## config.mk

```make
export PLATFORM = sky130hd
export DESIGN_NAME = mase_cell
export DESIGN_NICKNAME = d
export VERILOG_FILES = /design/src/rtl/mase_pkg.sv /design/src/rtl/mase_cell.sv
export SDC_FILE = /design/constraint.sdc
export NUM_CORES = 1
export LEC_CHECK = 0
export BUFFER_PORTS_ARGS = -buffer_cell sky130_fd_sc_hd__clkbuf_2
export CAP_MARGIN = 40
export CORE_ASPECT_RATIO = 0.5
export CORE_MARGIN = 8
export CORE_UTILIZATION = 50
export CTS_CLUSTER_SIZE = 10
export DETAILED_ROUTE_END_ITERATION = 7
export PLACE_DENSITY = 0.77
export SLEW_MARGIN = 20
export SYNTH_ARGS = -nofsm -noshare
export SYNTH_HDL_FRONTEND = slang
export SYNTH_SLANG_ARGS = --single-unit
```

## constraint.sdc

```tcl
create_clock -name aclk -period 6.28 [get_ports aclk]
set_input_delay 0.628 -clock aclk [delete_from_list [all_inputs] [get_ports aclk]]
set_output_delay 0.628 -clock aclk [all_outputs]
set_load 0.02 [all_outputs]
```

## src/rtl/mase_pkg.sv

```systemverilog
`timescale 1ns / 1ps
`default_nettype none

package mase_pkg;

    localparam int MAX_DIM = 8;
    localparam int DIM_W   = 3;
    localparam int CNT_W   = 4;
    localparam int VAL_W   = 16;
    localparam int RES_W   = 36;
    localparam int PROD_W  = 2 * VAL_W;

    typedef enum logic [1:0] {
        OP_ADD  = 2'd0,
        OP_SUB  = 2'd1,
        OP_MUL  = 2'd2,
        OP_NONE = 2'd3
    } op_t;

    typedef enum logic [1:0] {
        CFG_OP    = 2'd0,
        CFG_ROWS  = 2'd1,
        CFG_INNER = 2'd2,
        CFG_COLS  = 2'd3
    } cfg_idx_t;

    typedef struct packed {
        logic                    valid;
        logic signed [VAL_W-1:0] a;
        logic [DIM_W-1:0]        t;
        logic [DIM_W-1:0]        j;
        logic                    first;
        logic                    lastt;
    } tok_t;

    function automatic logic [DIM_W-1:0] clamp_m1(input logic [CNT_W-1:0] n);
        logic [DIM_W-1:0] r;
        if (n == '0) begin
            r = '0;
        end else if (n > CNT_W'(MAX_DIM)) begin
            r = DIM_W'(MAX_DIM - 1);
        end else begin
            r = DIM_W'(n - CNT_W'(1));
        end
        return r;
    endfunction

endpackage

`default_nettype wire

```

## src/rtl/mase_cell.sv

```systemverilog
`timescale 1ns / 1ps
`default_nettype none

module mase_cell import mase_pkg::*; (
    input  wire logic                    aclk,
    input  wire logic                    aresetn,
    input  wire op_t                     mode,
    input  wire logic [DIM_W-1:0]        col_id,
    input  wire logic                    wr_en,
    input  wire logic [DIM_W-1:0]        wr_addr,
    input  wire logic signed [VAL_W-1:0] wr_data,
    input  wire tok_t                    tok_in,
    output tok_t                         tok_out,
    output logic signed [RES_W-1:0]      acc,
    output logic                         done
);

    logic signed [VAL_W-1:0] bmem [MAX_DIM];
    logic signed [VAL_W-1:0] b_rd_reg;
    tok_t                    tok_reg;
    logic                    v2_reg, first2_reg, last2_reg, done_reg, hit2_reg;
    logic signed [RES_W-1:0] term_reg, term_next;
    logic signed [RES_W-1:0] acc_reg, acc_next;
    logic signed [PROD_W-1:0] prod;
    logic signed [VAL_W:0]    sum;

    always_ff @(posedge aclk) begin
        if (wr_en) begin
            bmem[wr_addr] <= wr_data;
        end
        b_rd_reg <= bmem[(mode == OP_MUL) ? tok_in.t : tok_in.j];
    end

    always_comb begin
        prod = tok_reg.a * b_rd_reg;
        if (mode == OP_SUB) begin
            sum = (VAL_W+1)'(tok_reg.a) - (VAL_W+1)'(b_rd_reg);
        end else begin
            sum = (VAL_W+1)'(tok_reg.a) + (VAL_W+1)'(b_rd_reg);
        end
        if (mode == OP_MUL) begin
            term_next = RES_W'(prod);
        end else begin
            term_next = RES_W'(sum) <<< 8;
        end
        acc_next = ((first2_reg || mode != OP_MUL) ? RES_W'(0) : acc_reg) + term_reg;
    end

    always_ff @(posedge aclk) begin
        if (!aresetn) begin
            tok_reg  <= '0;
            v2_reg   <= 1'b0;
            done_reg <= 1'b0;
        end else begin
            tok_reg  <= tok_in;
            v2_reg   <= tok_reg.valid;
            done_reg <= v2_reg && last2_reg;
        end
        term_reg   <= term_next;
        first2_reg <= tok_reg.first;
        last2_reg  <= tok_reg.lastt;
        hit2_reg   <= (tok_reg.t == col_id);
        if (v2_reg && (mode == OP_MUL || hit2_reg)) begin
            acc_reg <= acc_next;
        end
    end

    assign tok_out = tok_reg;
    assign acc     = acc_reg;
    assign done    = done_reg;

endmodule

`default_nettype wire

```

---- Word level (Yosys, flattened, before mapping) ----
Memories as Yosys holds them, arrays and structs flattened. A register that Yosys moved wholly into a read port is not among the register bits.
Index checks and enable logic that the tools add are counted.
W data, S select, Z words.
word-level totals
  output and inout bits ................... 62
  memories kept ........................... 1
  RAM bits ................................ 128
  flip-flop bits (word level) ............. 102
  logic and storage cells ................. 33
operators by class
  multiplexer cells ....................... 6
  multipliers ............................. 1
  add/sub/neg operators ................... 3
  eq/ne operators ......................... 4
  reduce and logical (&&, ||, !) cells .... 4
memory list
  name  depth  bits a word  read ports  clocked after Yosys merged registers in  write ports  line             RTL
  bmem  8      16           1           1                                        1            mase_cell.sv:18  logic signed [VAL_W-1:0] bmem [MAX_DIM];
operator list
  operator              number
  $mux W36              2
  $add A36 B36 Y36      1
  $mul A16 B16 Y32      1
  $add A16 B16 Y17      1
  $mux W17              1
  $sub A16 B16 Y17      1
  $eq A3 B3 Y1          1
  $mux W3               1
  $eq A2 B1 Y1 const B  1
  $eq A2 B2 Y1 const B  1
  $logic_and A1 B1 Y1   2
  $logic_or A1 B1 Y1    2
  $mux W1               2
  $ne A2 B2 Y1 const B  1

---- Longest topological paths before layout ----
  depth after elaboration ................. 4
  gate-level depth with buffers ........... 23
  depth with buffers taken out ............ 21

---- Worst setup path before layout ----
Ideal clock, no wire load.
  path type ............................... reg-to-reg
  start ................................... reg tok_reg, in the netlist tok_out[23]
  end ..................................... reg term_reg[29]
  data required time ...................... 6.193 ns
  library setup time ...................... 0.087 ns
  slack ................................... -0.084 ns
  clock period less this slack ............ 6.364 ns
  buffers on the path ..................... 2
  stages on the path, launching flop included .. 21
  arrival ................................. 6.277 ns
  path through ............................ dfxtp_1 > clkbuf_1 > clkbuf_1 > nand2_1 > inv_1 > fa_1 > fa_1 > fa_1 > fa_1 > fa_1 > inv_1 > fa_1 > inv_1 > ha_1 > a21o_1 > a31oi_1 > or3b_1 > o211ai_1 > a31oi_1 > o21a_1 > o31ai_1
on the way
  longest elaborated chain between the ends .. 3
  elaborated cells between the ends (all ways) .. 5
  those cells by class .................... add/sub: 2; mul: 1; mux: 2
ends and longest elaborated chain
  element                                                   line             RTL
  start, declared                                           mase_cell.sv:20  tok_t tok_reg;
  start signal, assigned                                    mase_cell.sv:55  tok_reg <= tok_in;
  branches (longest 2 deep; another with $mul A16 B16 Y32)  --
  $mux W36 *                                                mase_cell.sv:41  if (mode == OP_MUL) begin
  via term_next[29]                                         mase_cell.sv:22  logic signed [RES_W-1:0] term_reg, term_next;
  end signal, assigned                                      mase_cell.sv:59  term_reg <= term_next;
  end, declared                                             mase_cell.sv:22
Mark *: on every way through the listed nets, which the timed path passes.
A chain may end at the register's enable or synchronous reset.

---- Final worst setup path ----
  start ................................... reg tok_reg, in the netlist tok_out[16]
  end ..................................... reg term_reg[30]
Same word-level chain as after synthesis.

==> results by stage <==
Layout:
- Of the cells placed in the final design, the portion with a size suffix greater than 1 is 0.148.
- The finished layout holds 2642 standard cells, fillers aside.
- After the last flow step, the layout net total stands at 2518.
- The final instance area is 23400 sq um.
- The number of flip-flops under the largest register name is 128.
- Relative to the synthesized area, the layout overhead comes to 12.1%.
- The count of fill cells added during filler insertion is 3399.

Synth:
- The share of synthesized registers carrying an async set or reset is 0.
- The number of nets in the synthesized netlist is 2370.
- For this run, the register share of the synthesized area comes to 0.311.
- The cell count after synthesis is 1919.
- The synthesized design spends more area on one cell type than any other, namely sky130_fd_sc_hd__fa_1.
- After synthesis the cells add up to 20900 sq um.
- The post-synthesis register bit count is 242.
- The area share of the leading cell type in the synthesized netlist is 0.253.
- The mean instance size in the synthesized netlist is 10.9 sq um.
- Yosys attributes the largest share of cell area to sky130_fd_sc_hd__fa_1 25%, sky130_fd_sc_hd__edfxtp_1 24%, sky130_fd_sc_hd__ha_1 8.1%, sky130_fd_sc_hd__dfxtp_1 7.5%, sky130_fd_sc_hd__inv_1 5.7%.
- The count of flip-flops with a built-in enable after synthesis is 164.
- The predominant post-synthesis flop cell is sky130_fd_sc_hd__edfxtp_1.
- The synthesized netlist contains 69 unique library cells.
- For this run, the number of Yosys warnings is 0.

Routing:
- The first-pass iteration count of the detailed router is 5.
- The antenna violation net count after detailed routing is 0.
- The detailed-route vias per instance is 5.37.
- The wire length per cell after detailed routing is 18.2 um.
- The total via count in the routed design is 14200.
- The count of routing violations after the opening detailed-route iteration is 844.
- The post-route DRC violation count is 0.
- The final layout contains routed wiring with a total length of 48.2 mm.

Floorplanning:
- The die is 305 um wide.
- For this design the top-level I/O count stands at 114.
- The die covers 48900 sq um.
- The initial standard-cell utilization of the core is 0.502.
- The site row count is 53.
- After floorplanning, the core was sized to cover 41600 sq um.
- Measured along the y axis, the die boundary spans 160 um.

Global route:
- The number of antenna violations at the first check in global routing was 4.
- For this run, global-route usage on met2 was measured as 0.342.
- The largest net degree at the start of global routing is 33.
- The global routing stage identified its most utilized layer as met2.
- The via count of the first global-routing pass came to 15400.
- In the global route stage, overall resource usage came out at 0.201.
- For this run, global-route usage on met3 was measured as 0.0394.
- The first global-routing pass estimated 80.0 mm of wire.
- After global routing the overflow that remains totals 0.
- In the global route stage, met1 resource usage came out at 0.255.

Flow run:
- The count of max-cap constraint violations is 0.

Pwr:
- The ratio of total power to cell area is 528 nW/um^2.
- The standby leakage power is 0.0105 uW.
- Total power for the finished layout comes to 12300 uW.
- The worst-case IR drop observed on VDD is 0.000537 V.

STA:
- Subtracting the final worst setup slack from the clock period gives 6040 ps.
- Dividing the final minimum period by the clock period gives 0.961.
- The final worst clock skew is 42.5 ps.
- The number of setup violations in the final report is 0.
- The worst pin sits at a relative slew slack of 0.497.
- The total negative setup slack is 0 ps.
- The count of endpoints failing hold in the final timing report is 0.
- Timing would allow up to 166 MHz.
- The final-report max-slew violation count is 0.
- The least setup slack across all paths after layout is 243 ps.
- For the pin with the worst max-slew slack, the measured transition is 735 ps.

Place:
- Routability-driven placement finished with a final weighted congestion of 0.920.
- The cell count after placement is 2586.
- The pre-CTS setup slack is 35.3 ps.
- The detailed placement HPWL is 37.0 mm.
- The placed instances occupy a cell area of 22500 sq um.
- Input and output buffers added on the ports amount to 113.

Setup path:
- By startpoint and endpoint, the worst setup path is classified as reg2reg.
- The worst register-to-register path has a depth of 20.
- The category of the worst setup path capture point is a flop.
- Of all nets on the critical path, the largest fanout is 10.
- At the worst endpoint, the arrival time is 6480 ps.
- The register-to-register setup slack is 240 ps.
- STA classifies the critical path startpoint as a flop.
- For the worst setup path, the data required time is 6730 ps.

Clocking:
- Gates resized during post-CTS repair numbered 0.
- The number of buffers inserted by hold repair at cts is 0.
- The count of H-tree levels built during CTS is 1.
- The number of post-CTS setup repair buffers is 0.
- The number of buffers between clock root and the deepest sink is 3.
- The TritonCTS clock tree is yes.
- The TritonCTS sink count is 242.
- The tree is rooted in a sky130_fd_sc_hd__clkbuf_16.
- The clock-pin slew reported for the worst setup and hold paths after clock tree synthesis is 60 ps.
- The total clock buffers created by CTS is 29.
- At the later pin of the worst-skew pair, clock insertion delay measures 590 ps.

Hold path:
- The instance count along the most critical hold path is 2.
- The path category of the worst min-delay check is in2reg.

Outcome:
- The flow ran to the end, and the final reports show no timing, DRC or antenna violations.
## per-layer routing
layer  vias up  wire (um)
li1       6582          -
met1      7038      20400
met2       448      22800
met3       120       3140
met4         4       1860
met5         -         22
## worst max-delay path, stage by stage, from the launching register on
cell and delay, ps:
sky130_fd_sc_hd__dfxtp_1 650, sky130_fd_sc_hd__buf_4 260, sky130_fd_sc_hd__nand2_1 90, sky130_fd_sc_hd__fa_1 550, sky130_fd_sc_hd__inv_1 50, sky130_fd_sc_hd__fa_1 570
sky130_fd_sc_hd__fa_1 440, sky130_fd_sc_hd__fa_1 410, sky130_fd_sc_hd__fa_1 520, sky130_fd_sc_hd__inv_1 50, sky130_fd_sc_hd__fa_1 470, sky130_fd_sc_hd__inv_1 40
sky130_fd_sc_hd__ha_1 360, sky130_fd_sc_hd__and4_1 220, sky130_fd_sc_hd__a211oi_1 200, sky130_fd_sc_hd__o21ai_0 150, sky130_fd_sc_hd__a211oi_1 260, sky130_fd_sc_hd__o21ai_0 170
sky130_fd_sc_hd__a31oi_1 200, sky130_fd_sc_hd__xor2_1 160, sky130_fd_sc_hd__o21ai_0 90
## path summary, 6_finish.rpt
kind / from / endpoint
max: tok_out[16]$_SDFF_PN0_ / term_reg[30]$_DFF_P_
min: tok_in[22] / tok_out[22]$_SDFF_PN0_
max reg2reg: tok_out[16]$_SDFF_PN0_ / term_reg[30]$_DFF_P_
min reg2reg: tok_out[0]$_SDFF_PN0_ / last2_reg$_DFF_P_
## final cells by class
class / count / area [sq um] / area share
Timing Repair Buffer: 185 / 1140 / 0.0487
Clock buffer: 50 / 826 / 0.0353
Inverter: 314 / 1180 / 0.0504
Tap cell: 550 / 688 / 0.0294
Multi-Input combinational cell: 1295 / 13000 / 0.556
Antenna cell: 2 / 5.00 / 0.000214
Sequential cell: 242 / 6510 / 0.279
Clock inverter: 4 / 38.8 / 0.00166
## cell usage in the layout, fill, tap and decap left out, drive strengths merged, types with 57 or more instances in the layout
master,n
nor2,70
a21oi,63
edfxtp,164
nand2,163
and2,186
ha,135
xnor2,57
inv,315
dfxtp,78
fa,264
buf,72
clkbuf,163
## kinds of logic (layout without fill, tap and decap cells)
logic type | after synthesis | after routing | synth area share
buffers and inverters | 382 | 553 | 0.0695
adders and majority gates | 399 | 399 | 0.334
AOI/OAI and AO/OA | 235 | 235 | 0.0738
xor gates and xnor gates | 92 | 92 | 0.0386
and+or+nand+nor | 513 | 513 | 0.126
other | 0 | 2 | 0
muxes | 56 | 56 | 0.0470
DFF | 242 | 242 | 0.311
## power by group
group / leakage [uW] / internal, uW / switching [uW]
logic: 0.00799 / 3790 / 4950
registers: 0.00215 / 1920 / 141
clock network: 0.000415 / 890 / 659
total: 0.0105 / 6600 / 5750
## synthesized netlist by cell type (all sizes together), types with 3 or more instances
master	instances
nand4	8
o31ai	12
clkbuf	56
mux4	32
a211oi	12
a2111oi	3
nor2	70
mux2	16
a21o	21
o21bai	8
and2	186
nand2	163
o221ai	4
ha	135
a311oi	5
nand3	15
and3	5
or2	3
o21ai	52
nor2b	10
nand2b	15
a21oi	63
a31oi	9
nor4	5
o21a	19
inv	314
xnor2	57
fa	264
edfxtp	164
dfxtp	78
o22ai	3
or3	4
o211ai	5
nor3	19
mux2i	8
xor2	35
buf	12
or4	3
## metrics by stage
stage	util	hold WS [ps]
6_report	0.562	237
5_1_grt	0.562	236
4_1_cts	0.561	215
3_5_place_dp	0.540	349
3_3_place_gp	0.539	335
2_1_floorplan	-	429
Power figures use the tool's default switching activity.
